$ cat config.mk
export PLATFORM = sky130hd
export DESIGN_NAME = kalp_divider
export DESIGN_NICKNAME = d
export VERILOG_FILES = /design/src/hdl/kalp_divider.sv
export SDC_FILE = /design/constraint.sdc
export NUM_CORES = 2
export LEC_CHECK = 0
export CORE_ASPECT_RATIO = 0.75
export CORE_UTILIZATION = 46
export CTS_CLUSTER_DIAMETER = 200
export DETAILED_ROUTE_END_ITERATION = 10
export DONT_BUFFER_PORTS = 1
export GPL_ROUTABILITY_DRIVEN = 0
export SLEW_MARGIN = 10
export SYNTH_ARGS = -nofsm -noshare
export SYNTH_HDL_FRONTEND = slang
export SYNTH_SLANG_ARGS = --single-unit
export TNS_END_PERCENT = 30
$ cat constraint.sdc
create_clock -name clk -period 3.7 [get_ports clk]
set_input_delay 0.185 -clock clk [delete_from_list [all_inputs] [get_ports clk]]
set_output_delay 0.185 -clock clk [all_outputs]
set_load 0.01 [all_outputs]
$ cat src/hdl/kalp_divider.sv
// ---------------------------------------------------------------------------
// kalp_divider
// Pipelined restoring divider, one quotient bit per stage.
// ---------------------------------------------------------------------------
module kalp_divider #(
	parameter int NW = 51,
	parameter int QW = 26,
	parameter int DW = 27
) (
	input  logic          clk,
	input  logic          arst_n,
	input  logic          in_valid,
	input  logic [NW-1:0] num,
	input  logic [DW-1:0] den,
	output logic          out_valid,
	output logic [QW-1:0] quot,
	output logic          rem_nz
);

	logic [DW-1:0] rem_s [QW];
	logic [QW-1:0] low_s [QW];
	logic [QW-1:0] quo_s [QW];
	logic [DW-1:0] den_s [QW];
	logic [QW-1:0] vld_s;

	logic [DW-1:0] rem_in [QW];
	logic [QW-1:0] low_in [QW];
	logic [QW-1:0] quo_in [QW];
	logic [DW-1:0] den_in [QW];
	logic [DW-1:0] rem_d  [QW];
	logic [QW-1:0] quo_d  [QW];

	// The caller guarantees the quotient fits in QW bits, so the upper part
	// of the numerator is already below the divisor.
	always_comb begin
		logic [DW:0] trial;
		logic        ge;
		rem_in[0] = DW'(num[NW-1:QW]);
		low_in[0] = num[QW-1:0];
		quo_in[0] = '0;
		den_in[0] = den;
		for (int i = 1; i < QW; i++) begin
			rem_in[i] = rem_s[i-1];
			low_in[i] = low_s[i-1];
			quo_in[i] = quo_s[i-1];
			den_in[i] = den_s[i-1];
		end
		for (int i = 0; i < QW; i++) begin
			trial = {rem_in[i], low_in[i][QW-1]};
			ge = (trial >= {1'b0, den_in[i]});
			rem_d[i] = ge ? DW'(trial - {1'b0, den_in[i]}) : trial[DW-1:0];
			quo_d[i] = {quo_in[i][QW-2:0], ge};
		end
	end

	always_ff @(posedge clk or negedge arst_n) begin
		if (!arst_n) begin
			vld_s <= '0;
		end else begin
			vld_s <= {vld_s[QW-2:0], in_valid};
		end
	end

	always_ff @(posedge clk) begin
		for (int i = 0; i < QW; i++) begin
			rem_s[i] <= rem_d[i];
			low_s[i] <= {low_in[i][QW-2:0], 1'b0};
			quo_s[i] <= quo_d[i];
			den_s[i] <= den_in[i];
		end
	end

	assign out_valid = vld_s[QW-1];
	assign quot      = quo_s[QW-1];
	assign rem_nz    = |rem_s[QW-1];

endmodule

Word-level counts from Yosys, hierarchy flattened
Memory sizes are Yosys's and may differ from the RTL's.
Index checks and enable logic that the tools add are counted.
{"block": "totals", "register_bits": 26, "mem_bits_rw": 2730, "in_bits": 81, "output_inout_bits": 28, "word_cells": 84, "mem_count": 4}
{"name": "den_s", "words": 26, "width": 27, "rd": 25, "rd_clocked_by_memory_dff": 0, "write_ports": 26, "line": "23", "source": "logic [DW-1:0] den_s [QW];"}
{"name": "rem_s", "words": 26, "width": 27, "rd": 26, "rd_clocked_by_memory_dff": 0, "write_ports": 26, "line": "20", "source": "logic [DW-1:0] rem_s [QW];"}
{"name": "quo_s", "words": 26, "width": 26, "rd": 26, "rd_clocked_by_memory_dff": 0, "write_ports": 26, "line": "22", "source": "logic [QW-1:0] quo_s [QW];"}
{"name": "low_s", "words": 26, "width": 25, "rd": 25, "rd_clocked_by_memory_dff": 0, "write_ports": 26, "line": "21", "source": "logic [QW-1:0] low_s [QW];"}
{"block": "classes", "add_sub_neg": 26, "order_cmp": 26, "muxes": 26, "reduce_logical": 1}
{"cell": "27-bit two-way mux", "count": 26}
{"cell": "28-bit by 27-bit greater-or-equal comparator with 1-bit output", "count": 25}
{"cell": "27-bit subtractor", "count": 25}
{"cell": "26-bit by 27-bit greater-or-equal comparator with 1-bit output", "count": 1}
{"cell": "27-bit OR reduction", "count": 1}
{"cell": "26-bit by 27-bit subtractor with 27-bit output", "count": 1}

Longest topological paths before layout
An unclocked memory read counts as a cell.
{"block": "logic_depth", "word_depth": 3, "ltp_mapped": 15, "depth_no_buf": 14}

Least setup slack after synthesis
OpenSTA, ideal clock, no wires.
{"block": "synth_timing", "kind": "register -> register", "from": "memory low_s[0][274] in the netlist's numbering", "to": "memory rem_s[11][9], in the netlist rem_s[0][306]", "setup_ns": 0.121, "arrival_time_ns": 3.031, "required_time_ns": 3.579, "slack_ns": 0.548, "stages_incl_launch_ff": 16, "path_buffers": 2, "period_less_slack_ns": 3.152, "cell_sequence": "dfxtp_1 inv_1 ha_1 fa_1 nor2b_4 o31ai_2 a211o_2 nand2_4 a31oi_4 o41ai_2 a211oi_2 a31oi_1 or3_1 buf_6 buf_6 mux2_4"}
{"item": "start: declaration", "line": "21"}
{"item": "end: declaration", "line": "20"}

==> flow_summary.ini <==
[setup_path]
endpoint_kind = flip-flop
worstPathCellList = dlygate4sd3_1 > dlygate4sd3_1 > inv_1 > ha_1 > a21o_1 > a211o_1 > o22a_1 > o21ai_1 > o311ai_0 > nand2_2 > nand2_1 > dlygate4sd3_1 > o21ai_0 > dlygate4sd3_1
ff2ff_path_depth = 12
critical_path.slowest_cell = dlygate4sd3_1
cp-start-kind = primary input
critPathMaxStageDelay_ns = 0.57
cp_max_fo = 9
cp.required_ns = 4.47
worstPathArrival_ns = 4.35
startpoint = den[16]
cpMostUsedCell = dlygate4sd3_1
reg2reg_from = low_s[0][399]$_DFF_P_
critical_path_class = in -> reg

[floorplan]
die_area_mm2 = 0.190
die_x_um = 503
core_mm2 = 0.186
core.rowCount = 137
ioPinCount = 109
start_util_pct = 46.4
fp.dieH_um = 378

[timing]
min_period_ns = 3.58
hold_viol = 0
max_freq_ghz = 0.279
timing.slew.headroom_pct = 46.2
worstMarginPinSlew_ns = 0.799
skew_ns = 0.0397
finalSetupViolations = 0
fin_crit_sh_pct = 96.7
rsz0062_at_grt = true
maxSlewViolCount = 0

[grt]
grt_pass1_wl_mm = 320
first_global_vias = 57500
antenna_found_initial = 8
grt_start_max_net_pins = 53
grt_util_all_layers_pct = 21.3
grt_overflow = 0

[drt]
wl_per_cell_um = 17.5
drc = 0
drt-pass1-iter-count = 6
wl_mm = 205
drt_iter0_drc = 5473
vias_per_cell = 5.26
vias = 61700
ant_nets = 0

[finish]
final_nets = 9863
drive_gt1_share_pct = 8.52
final_cells = 11700
areaGrowthSynthToFinish_pct = 14.0
fillers = 16500

[run]
drv_cap = 0

[yosys]
synth_edf_count = 0
synthCells = 8815
post-synth-top-area-fraction_pct = 47.5
synth-seq-cells = 2079
ys.flop_type = dfxtp_1
async_flop_share_pct = 1.25
yosysWarnings = 0
netlist_top_cells_area = dfxtp_1 47%, ha_1 10%, inv_1 3.8%, a21oi_1 3.8%, xnor2_1 3.3%
synth_cell_types = 107
synth_fp_nets = 9623
synth.cell_area_mm2 = 0.0866
synth.yosys.seq_area_share_pct = 48.2
yosysTopAreaCell = dfxtp_1
syn_avg_cell_area_um2 = 9.82

[power_and_ir_drop]
p_total_mw = 101
ir_drop_mv = 0.543
p_leak_nw = 45.3
power_density_mw_per_mm2 = 1020

[cts]
clock_latency_ns = 0.84
max-clock-path-buffers = 3
clk_pin_slew_ns = 0.06
cts-root-buf = clkbuf_16
cts_tree = built
cts.sinks = 2079
cts_buffers = 199
htreeDepth = 4

[worst_hold_path]
hold_depth = 3
hp-class = in -> reg
hp-start = num[39]

[place]
placed_cells = 11200
io_buffers = 0
dp_hpwl_mm = 158

[outcome]
status = finished clean
[worst max-delay path, delay by kind of cell]
family | cells | cell delay, ns
adders and majority gates | 1 | 0.34
AOI/OAI and AO/OA | 6 | 1.22
buffers and inverters | 5 | 2.26
and+or+nand+nor | 2 | 0.35
[synth_stat cells, types with 28 or more instances]
cell type and number:
clkbuf_1 133, a211oi_1 61, nor4_1 35, and3_1 62, a21o_1 339, nand2b_1 110, and2_1 30, nand4_1 111
nor2b_1 102, xor2_1 250, mux2_2 215, o21a_1 106, o21bai_1 60, mux2_4 50, xnor2_1 323, a31oi_1 69
nor3_1 86, o31a_1 30, or3_1 29, a21oi_1 653, o31ai_1 56, inv_1 879, nor2_1 433, nand2_1 619
o21ai_0 557, ha_1 701, dfxtp_1 2053, buf_2 38, nand3_1 131, mux2i_1 28
[stage by stage]
step	TNS, ns	hold slack, ns	worst slack, ns	util (%)	instance area, um^2
2_1_floorplan	0	-0.111	0.548	-	86600
3_3_place_gp	0	-0.110	0.255	48.1	89800
3_5_place_dp	0	-0.110	0.227	48.1	89800
5_1_grt	-0.0147	0.0493	-0.0147	52.9	98700
4_1_cts	0	0.00596	0.0356	52.9	98600
6_report	0	0.0739	0.120	52.9	98700
[where the power goes]
group	switching (mW)	internal [mW]	total, mW
Clock	8.94	13.0	22.0
Combinational	24.9	20.5	45.5
Sequential	4.41	29.2	33.6
[final timing paths]
kind,to,slack (ns)
max in group asynchronous,vld_s[24]$_DFF_PN0_,3.12
min in group asynchronous,vld_s[6]$_DFF_PN0_,0.42
setup reg to reg,rem_s[1][16]$_DFF_P_,0.21
setup / recovery,rem_s[0][2]$_DFF_P_,0.12
hold reg to reg,low_s[0][182]$_DFF_P_,0.30
hold / removal,rem_s[0][14]$_DFF_P_,0.07
[logic make-up (layout without fill, tap and decap cells)]
kind of cell	Yosys count	in the layout	synth area share [%]
flip-flops	2079	2079	48.2
AO/OA/AOI/OAI	2243	2243	16.4
adder cells (fa/ha/maj)	727	727	10.7
buffers and inverters	1068	1477	4.76
other	0	3	0
multiplexers	297	297	4.04
AND/OR/NAND/NOR	1828	1828	10.0
XOR/XNOR	573	573	5.80
[state kept, by name, indices dropped and copies added, names as in the netlist]
name,flops
vld_s,26
den_s,675
quo_s,351
rem_s,702
low_s,325
[cells in the final DEF, fill, tap and decap left out, types with 29 or more instances in the layout]
cell	instances
a211oi_1	61
a21o_1	339
a21oi_1	649
a31oi_1	69
and2_1	30
and3_1	62
buf_4	51
bufinv_16	33
clkbuf_16	203
dfxtp_1	2053
dlygate4sd3_1	155
ha_1	701
inv_1	879
mux2_2	215
mux2_4	50
nand2_1	618
nand2b_1	110
nand3_1	131
nand4_1	111
nor2_1	433
nor2b_1	101
nor3_1	86
nor4_1	35
o21a_1	106
o21ai_0	555
o21bai_1	60
o31a_1	30
o31ai_1	54
or3_1	29
xnor2_1	323
xor2_1	250
[layer usage]
| layer | routed length [um] | track usage [%] |
|---|---|---|
| met1 | 109000 | 34.2 |
| met4 | 4400 | 5.32 |
| met5 | 13 | 0 |
| met2 | 75800 | 28.1 |
| met3 | 15500 | 4.03 |
[final cells by class]
cell class	count	area (um^2)	area share, %
tap	2502	3130	3.17
multi-input combinational	5668	40900	41.4
timing repair buffer	226	2330	2.37
antenna	3	7.51	0.00761
sequential	2079	41800	42.3
clock buffer	255	5560	5.63
clock inverter	115	1710	1.73
inverter	881	3310	3.35
[repair_timing]
| item | 4_1_cts | 5_1_grt |
|---|---|---|
| resized for setup | 0 | 12 |
| endpoints found under the setup margin | 0 | 82 |
| hold buffers | 157 | 0 |
| endpoints found under the hold margin | 107 | 0 |
| buffers inserted | 0 | 1 |
Power figures use the tool's default switching activity.
