**config.mk**
```make
export PLATFORM = sky130hd
export DESIGN_NAME = kalp_back
export DESIGN_NICKNAME = d
export VERILOG_FILES = /design/src/hdl/kalp_pkg.sv /design/src/hdl/kalp_back.sv
export SDC_FILE = /design/constraint.sdc
export NUM_CORES = 1
export LEC_CHECK = 0
export ABC_CLOCK_PERIOD_IN_PS = 7850
export BUFFER_PORTS_ARGS = -buffer_cell sky130_fd_sc_hd__buf_2
export CELL_PAD_IN_SITES_DETAIL_PLACEMENT = 1
export CELL_PAD_IN_SITES_GLOBAL_PLACEMENT = 1
export CORE_MARGIN = 2
export CORE_UTILIZATION = 35
export CTS_CLUSTER_DIAMETER = 150
export DETAILED_ROUTE_END_ITERATION = 10
export PLACE_DENSITY_LB_ADDON = 0.1
export SLEW_MARGIN = 5
export SYNTH_ARGS = -nofsm -noshare
export SYNTH_HDL_FRONTEND = slang
export SYNTH_SLANG_ARGS = --single-unit
```
**constraint.sdc**
```tcl
create_clock -name clk -period 7.85 [get_ports clk]
set_clock_uncertainty 0.1 [all_clocks]
set_input_delay 1.1775 -clock clk [delete_from_list [all_inputs] [get_ports clk]]
set_output_delay 1.1775 -clock clk [all_outputs]
set_load 0.02 [all_outputs]
```
**src/hdl/kalp_pkg.sv**
```systemverilog
// ---------------------------------------------------------------------------
// kalp_pkg
// Shared types and constants for the polar track Kalman update pipeline.
// ---------------------------------------------------------------------------
package kalp_pkg;

	localparam int DATA_W    = 16;
	localparam int VAR_W     = 24;
	localparam int PVAR_W    = VAR_W + 1;
	localparam int PRED_W    = 26;
	localparam int CFG_IDX_W = 3;

	// Divider geometry: numerator magnitude, quotient bits, doubled denominator.
	localparam int DIV_NW = 51;
	localparam int DIV_QW = 26;
	localparam int DIV_DW = 27;

	localparam int FRONT_LAT = 4;
	localparam int BACK_LAT  = 4;

	// Angles are Q2.13.
	localparam int PI_Q      = 25736;
	localparam int TWO_PI_Q  = 51472;
	localparam int NEAR_PI_Q = 82;

	// Final wrap: bias is a multiple of two pi, reciprocal is floor(2^42 / 2pi).
	localparam int  WRAP_BIAS   = 13176832;
	localparam int  RECIP_Q     = 85445417;
	localparam int  RECIP_W     = 27;
	localparam int  RECIP_SHIFT = 42;
	localparam int  WRAP_W      = 26;

	typedef enum logic [CFG_IDX_W-1:0] {
		CFG_PN_RANGE,
		CFG_PN_ANGLE,
		CFG_MN_RANGE,
		CFG_MN_ANGLE,
		CFG_RV_LIMIT,
		CFG_AV_LIMIT
	} cfg_idx_t;

	typedef struct packed {
		logic [VAR_W-1:0] pn_range;
		logic [VAR_W-1:0] pn_angle;
		logic [VAR_W-1:0] mn_range;
		logic [VAR_W-1:0] mn_angle;
		logic [VAR_W-1:0] rv_limit;
		logic [VAR_W-1:0] av_limit;
	} kalp_cfg_t;

	// Everything the back end needs besides the four quotients and two remainder flags.
	typedef struct packed {
		logic                     has_meas;
		logic                     zero_r;
		logic                     zero_a;
		logic                     neg_r;
		logic                     neg_a;
		logic signed [PRED_W-1:0] xr;
		logic signed [PRED_W-1:0] xa;
		logic [PVAR_W-1:0]        pr;
		logic [PVAR_W-1:0]        pa;
	} kalp_side_t;

endpackage

```
**src/hdl/kalp_back.sv**
```systemverilog
// ---------------------------------------------------------------------------
// kalp_back
// Applies the corrections, saturates, gates and wraps the final bearing.
// ---------------------------------------------------------------------------
module kalp_back (
	input  logic                               clk,
	input  logic                               arst_n,
	input  kalp_pkg::kalp_cfg_t                cfg,
	input  logic                               in_valid,
	input  kalp_pkg::kalp_side_t               side,
	input  logic [kalp_pkg::DIV_QW-1:0]        q_vr,
	input  logic [kalp_pkg::DIV_QW-1:0]        q_va,
	input  logic [kalp_pkg::DIV_QW-1:0]        q_xr,
	input  logic [kalp_pkg::DIV_QW-1:0]        q_xa,
	input  logic                               nz_xr,
	input  logic                               nz_xa,
	output logic                               done,
	output logic signed [kalp_pkg::DATA_W-1:0] new_range,
	output logic signed [kalp_pkg::DATA_W-1:0] new_angle,
	output logic [kalp_pkg::VAR_W-1:0]         new_range_var,
	output logic [kalp_pkg::VAR_W-1:0]         new_angle_var,
	output logic                               keep_track
);

	import kalp_pkg::*;

	localparam int XW     = PRED_W + 2;
	localparam int MUL_W  = WRAP_W + RECIP_W;
	localparam int K_W    = MUL_W - RECIP_SHIFT;
	localparam int R_W    = 17;
	localparam logic [RECIP_W-1:0]    RECIP_C  = RECIP_W'(RECIP_Q);
	localparam logic [R_W-1:0]        TWO_PI_R = R_W'(TWO_PI_Q);
	localparam logic signed [R_W-1:0] PI_R     = R_W'(PI_Q);
	localparam logic signed [R_W-1:0] NEAR_R   = R_W'(NEAR_PI_Q);
	localparam logic signed [XW-1:0]  BIAS_X   = XW'(PI_Q + WRAP_BIAS);
	localparam logic signed [XW-1:0]  SAT_HI   = XW'(32767);
	localparam logic signed [XW-1:0]  SAT_LO   = -XW'(32768);

	logic [DIV_QW:0]          qm_r, qm_a;
	logic signed [DIV_QW:0]   qs_r, qs_a;
	logic signed [XW-1:0]     xr_new, xa_new, m_full;
	logic [PVAR_W-1:0]        pr_new, pa_new;
	logic [VAR_W-1:0]         prs, pas;
	logic signed [DATA_W-1:0] xr_sat;

	// The quotient came from magnitudes; floor of a negative value rounds away.
	always_comb begin
		qm_r = {1'b0, q_xr};
		qm_a = {1'b0, q_xa};
		qs_r = side.neg_r ? -$signed(qm_r + (DIV_QW + 1)'(nz_xr)) : $signed(qm_r);
		qs_a = side.neg_a ? -$signed(qm_a + (DIV_QW + 1)'(nz_xa)) : $signed(qm_a);
		xr_new = XW'(side.xr);
		xa_new = XW'(side.xa);
		pr_new = side.pr;
		pa_new = side.pa;
		if (side.has_meas) begin
			if (side.zero_r) begin
				pr_new = '0;
			end else begin
				xr_new = xr_new + XW'(qs_r);
				pr_new = q_vr[PVAR_W-1:0];
			end
			if (side.zero_a) begin
				pa_new = '0;
			end else begin
				xa_new = xa_new + XW'(qs_a);
				pa_new = q_va[PVAR_W-1:0];
			end
		end
		if (xr_new > SAT_HI) begin
			xr_sat = 16'sh7fff;
		end else if (xr_new < SAT_LO) begin
			xr_sat = -16'sh8000;
		end else begin
			xr_sat = xr_new[DATA_W-1:0];
		end
		prs    = pr_new[VAR_W] ? '1 : pr_new[VAR_W-1:0];
		pas    = pa_new[VAR_W] ? '1 : pa_new[VAR_W-1:0];
		m_full = BIAS_X - xa_new;
	end

	logic                     v_s1, v_s2, v_s3, v_s4;
	logic signed [DATA_W-1:0] range_s1, range_s2, range_s3, range_s4;
	logic [VAR_W-1:0]         rvar_s1, rvar_s2, rvar_s3, rvar_s4;
	logic [VAR_W-1:0]         avar_s1, avar_s2, avar_s3, avar_s4;
	logic                     keep_s1, keep_s2, keep_s3, keep_s4;
	logic [WRAP_W-1:0]        m_s1, m_s2;
	logic [MUL_W-1:0]         prod_s2;
	logic [R_W-1:0]           r_s3;
	logic signed [DATA_W-1:0] angle_s4;

	logic [K_W-1:0]           k_est;
	logic [R_W-1:0]           t_red;
	logic signed [R_W-1:0]    xa_w, xa_fin;

	assign k_est = prod_s2[MUL_W-1:RECIP_SHIFT];

	// The reciprocal estimate is at most one low, so one subtract finishes it.
	always_comb begin
		t_red  = (r_s3 >= TWO_PI_R) ? r_s3 - TWO_PI_R : r_s3;
		xa_w   = PI_R - $signed(t_red);
		xa_fin = (xa_w + PI_R < NEAR_R) ? -xa_w : xa_w;
	end

	always_ff @(posedge clk or negedge arst_n) begin
		if (!arst_n) begin
			v_s1 <= 1'b0;
			v_s2 <= 1'b0;
			v_s3 <= 1'b0;
			v_s4 <= 1'b0;
		end else begin
			v_s1 <= in_valid;
			v_s2 <= v_s1;
			v_s3 <= v_s2;
			v_s4 <= v_s3;
		end
	end

	always_ff @(posedge clk) begin
		range_s1 <= xr_sat;
		rvar_s1  <= prs;
		avar_s1  <= pas;
		keep_s1  <= (prs < cfg.rv_limit) && (pas < cfg.av_limit);
		m_s1     <= m_full[WRAP_W-1:0];

		range_s2 <= range_s1;
		rvar_s2  <= rvar_s1;
		avar_s2  <= avar_s1;
		keep_s2  <= keep_s1;
		m_s2     <= m_s1;
		prod_s2  <= MUL_W'(m_s1) * MUL_W'(RECIP_C);

		range_s3 <= range_s2;
		rvar_s3  <= rvar_s2;
		avar_s3  <= avar_s2;
		keep_s3  <= keep_s2;
		r_s3     <= R_W'(m_s2 - WRAP_W'(WRAP_W'(k_est) * WRAP_W'(TWO_PI_R)));

		range_s4 <= range_s3;
		rvar_s4  <= rvar_s3;
		avar_s4  <= avar_s3;
		keep_s4  <= keep_s3;
		angle_s4 <= xa_fin[DATA_W-1:0];
	end

	assign done          = v_s4;
	assign new_range     = range_s4;
	assign new_angle     = angle_s4;
	assign new_range_var = rvar_s4;
	assign new_angle_var = avar_s4;
	assign keep_track    = keep_s4;

endmodule

```
Word-level counts from Yosys, hierarchy flattened:

Cells that the tools add are included.

* reduce and logical (&&, ||, !) cells: 1
* multiplexer cells: 15
* $mul: 2
* $add $sub $neg: 12
* order comparisons: 6

Operator list (number)
* 25-bit two-way mux: 4
* 26-bit two-way mux: 3
* 28-bit two-way mux: 2
* 26-bit by 27-bit multiplier with 53-bit output, second input constant: 1
* 24-bit less-than comparator: 2
* 24-bit two-way mux: 2
* 16-bit two-way mux: 2
* 26-bit by 27-bit adder with 28-bit output: 1
* 28-bit by 16-bit > comparator with 1-bit output, second input constant: 1
* 28-bit by 16-bit less-than comparator with 1-bit output, second input constant: 1
* 26-bit by 1-bit adder with 27-bit output: 1
* 27-bit two-way mux: 1
* 27-bit negation: 1
* 26-bit by 1-bit adder with 26-bit output: 1
* 26-bit adder: 1
* 26-bit negation: 1
* 25-bit by 26-bit subtractor with 26-bit output, first input constant: 1
* 17-bit by 16-bit adder with 17-bit output, second input constant: 1
* 17-bit by 16-bit >= comparator with 1-bit output, second input constant: 1
* 17-bit by 8-bit less-than comparator with 1-bit output, second input constant: 1
* 17-bit two-way mux: 1
* 16-bit by 17-bit subtractor with 17-bit output, first input constant: 1
* 17-bit by 16-bit subtractor with 17-bit output, second input constant: 1
* 17-bit subtractor: 1
* other kinds (3): 3

* word-level logic and storage cells: 61
* input port bits: 360
* register bits: 393

Depth between registers and ports, before layout:

* word-level depth: 8
* mapped depth: 31
* gate-level depth less buffers: 30

Worst setup path after synthesis:

No wires, ideal clock.

* path kind: register to register
* start: reg m_s1[14]
* end: reg prod_s2[51]
* path buffers: 0
* stages on the path, launching flop included: 23
* path slack: 1.310 ns
* setup time: 0.118 ns
* arrival time: 6.322 ns
* cells stage by stage: dfxtp_1 > fa_1 > inv_1 > fa_1 > fa_1 > inv_1 > fa_1 > fa_1 > fa_1 > inv_1 > fa_1 > inv_1 > ha_1 > and4_1 > nand3_1 > a211o_1 > a31o_2 > a21oi_1 > a211oi_1 > nor4_1 > o21a_1 > nor2_1 > xnor2_1

* word-level cells in the longest chain between the ends: 1

RTL lines
* start: declaration: RTL line kalp_back.sv:87 `logic [WRAP_W-1:0] m_s1, m_s2;`
* start signal: assignment: RTL line kalp_back.sv:124 `m_s1 <= m_full[WRAP_W-1:0];`
* 26-bit by 27-bit multiplier with 53-bit output: RTL line kalp_back.sv:131 `prod_s2 <= MUL_W'(m_s1) * MUL_W'(RECIP_C);`
* end signal: assignment: RTL line kalp_back.sv:131
* end: declaration: RTL line kalp_back.sv:88 `logic [MUL_W-1:0] prod_s2;`

No other way between the ends.
A chain may end at the register's enable or synchronous reset.

Worst setup path after layout:

* start: reg m_s1[10]
* end: reg prod_s2[52]

The elaborated chain is that of the path after synthesis.

==> flow_summary.yaml <==
cells_and_area:
  nNetsFinal: 4430
  area_growth_pct: 15.5
  drive_above_1_share_pct: 14.3
  design_area_um2: 33000
  layout_commonest_cell: "inv_1"
  final_cells: 4448
  most-common-layout-cells: "inv_1 (559), ha_1 (461), dfxtp_1 (347), buf_2 (343), fa_1 (253)"
timing:
  fin_crit_ns: 7.41
  drv_slew: 0
  worstMarginPinSlew_ns: 1.02
  finalHoldViolCount: 0
  max_freq_mhz: 135
  rsz0062_at_grt: "false"
  tns_ns: 0
  setup_viol: 0
  min_period_over_period_pct: 94.3
  fin_hold_ws_ns: 0.207
  max_slew_margin_pct: 31.7
synthesis:
  synth_edf_count: 0
  yosysWarningCount: 0
  async_reset_ff_share_pct: 1.14
  yosys.area.top_type: "dfxtp_1"
  yosysSeqAreaShare_pct: 24.7
  synth_cell_types: 83
  synth_top_area_share_pct: 24.3
  postSynthCellCount: 2987
  synth_seq_cells: 351
  synthesis.nets: 4061
  synthFlopType: "dfxtp_1"
  synthTopCellsByArea: "dfxtp_1 (24%), ha_1 (20%), fa_1 (18%)"
  syn_area_um2: 28600
  syn_area_per_cell_um2: 9.56
setup_path:
  critical_path_buf_inv_count: 6
  crit_fanout: 6
  start_kind: "flip-flop"
  crit_required_ns: 8.16
  worst_path_max_delay_cell: "dfxtp_1"
  critPathMostFrequentCell: "fa_1"
  criticalPathCategory: "reg -> reg"
  path_cells: "inv_1, fa_1, inv_1, ha_1, inv_1, fa_1, fa_1, inv_1, fa_1, fa_1, fa_1, ha_1, and3_1, a221o_1, a21oi_1, o2111ai_1, nor2_1, a21oi_1, buf_4, a211oi_1, nor4_1, buf_4, a311oi_1, xnor2_1"
  cpLargestDelayFamily: "adder cells"
  crit_arrival_ns: 7.71
  end_kind: "flip-flop"
  max_stage_delay_ns: 0.55
run:
  maxCapViolCount: 0
die:
  design.core.area_um2: 80700
  die_area_um2: 83900
  num_rows: 104
  start_util_pct: 35.4
  die_h_um: 290
  ios: 442
  fp.dieW_um: 290
clock_network:
  cts.sink_count: 351
  clkTransAtPathRegs_ns: 0.07
  hold_buffers: 0
  post_cts_buffers: 0
  cts_tree: "built"
  cts-buffers-inserted: 37
  clk_latency_ns: 0.55
  clockBufferDepth: 3
  ctsRootBufferMaster: "clkbuf_16"
  htreeDepth: 2
  cts_resized: 0
global_route:
  grt_max_degree: 55
  grt_pass1_wl_um: 138000
  antenna_found_initial: 21
  grtUsageTotal_pct: 21.6
  grt_overflow_total: 0
  grt_pass1_vias: 24200
placed_design:
  dpl_cell_area_um2: 31700
  gp_congestion: 0.884
  hpwl_um: 79100
  dp.cells: 4377
  port_buffers: 343
route:
  vias: 22300
  ant_nets: 0
  drt_iter0_drc: 791
  via_per_inst: 5.02
  wl_per_cell_um: 20.5
  drc: 0
  totalWireLength_um: 91200
  drtPass1Iterations: 5
hold_path:
  hold_class: "reg -> reg"
outcome:
  status: "finished clean"
[per-stage QoR]
stage	worst slack (ns)	utilization (%)
CTS	0.418	40.9
global route	0.0804	40.9
finish	0.445	40.9
detailed placement	0.445	39.3
floorplan	1.31	-
global placement	0.554	39.3
[sequential cells by signal (all words and copies together), names as in the netlist, 17 cells and up]
signal         flops
new_range_var     24
avar_s3           24
m_s1              26
new_angle_var     24
rvar_s1           24
r_s3              17
rvar_s3           24
rvar_s2           24
avar_s1           24
avar_s2           24
[final cells by class]
type | instances | area, um^2
Fill cell | 9357 | 47700
Multi-Input combinational cell | 2020 | 19200
Sequential cell | 351 | 7050
Inverter | 560 | 2100
Timing Repair Buffer | 386 | 2040
Tap cell | 1060 | 1330
Clock buffer | 52 | 1070
Clock inverter | 14 | 191
Antenna cell | 5 | 12.5
[worst reg2reg max path: stages (launching register included)]
cell	delay (ns)
dfxtp_1	0.55
inv_1	0.19
fa_1	0.54
inv_1	0.08
ha_1	0.28
inv_1	0.05
fa_1	0.55
fa_1	0.54
inv_1	0.05
fa_1	0.49
fa_1	0.55
fa_1	0.54
ha_1	0.36
and3_1	0.21
a221o_1	0.36
a21oi_1	0.22
o2111ai_1	0.19
nor2_1	0.14
a21oi_1	0.08
buf_4	0.17
a211oi_1	0.32
nor4_1	0.11
buf_4	0.16
a311oi_1	0.32
xnor2_1	0.11
[synth_stat cells (all sizes together), types with 50 or more instances]
| master | n |
|---|---|
| a21o | 61 |
| a21oi | 131 |
| a221o | 50 |
| dfxtp | 347 |
| fa | 253 |
| ha | 461 |
| inv | 560 |
| nand2 | 138 |
| nor2 | 116 |
| o21ai | 140 |
| xnor2 | 98 |
| xor2 | 57 |
[kinds of logic after synthesis]
| logic type | after synthesis | share of synthesized area [%] |
|---|---|---|
| adder cells (fa/ha/maj) | 714 | 37.9 |
| AND/OR/NAND/NOR | 514 | 8.96 |
| XOR/XNOR | 155 | 4.78 |
| multiplexers | 23 | 0.846 |
| AO/OA/AOI/OAI | 614 | 14.6 |
| flip-flops | 351 | 24.7 |
| buffers and inverters | 616 | 8.19 |
[final timing paths]
| check | startpoint | cells after the start | slack (ns) | to |
|---|---|---|---|---|
| min reg2reg | range_s1[13]$_SDFF_PN1_ | 0 | 0.21 | range_s2[13]$_DFF_P_ |
| max in group asynchronous | arst_n | 1 | 7.21 | done$_DFF_PN0_ |
| min | range_s1[13]$_SDFF_PN1_ | 0 | 0.21 | range_s2[13]$_DFF_P_ |
| max reg2reg | m_s1[10]$_DFF_P_ | 24 | 0.44 | prod_s2[52]$_DFF_P_ |
| max | m_s1[10]$_DFF_P_ | 24 | 0.44 | prod_s2[52]$_DFF_P_ |
| min in group asynchronous | arst_n | 1 | 0.32 | v_s1$_DFF_PN0_ |
[routing by layer]
layer | share of wire [%] | global-route usage [%] | wire [um] | vias to the layer above
met4 | 2.7 | 5.55 | 2470 | 22
met5 | 0.15 | 0 | 139 | -
li1 | - | - | - | 10800
met3 | 5.4 | 4.70 | 4950 | 128
met2 | 46 | 35.3 | 42200 | 441
met1 | 45 | 28.8 | 41400 | 11000
Power is not shown: default switching activity piles up to over one toggle a cycle in this logic, so the estimate is an artifact.
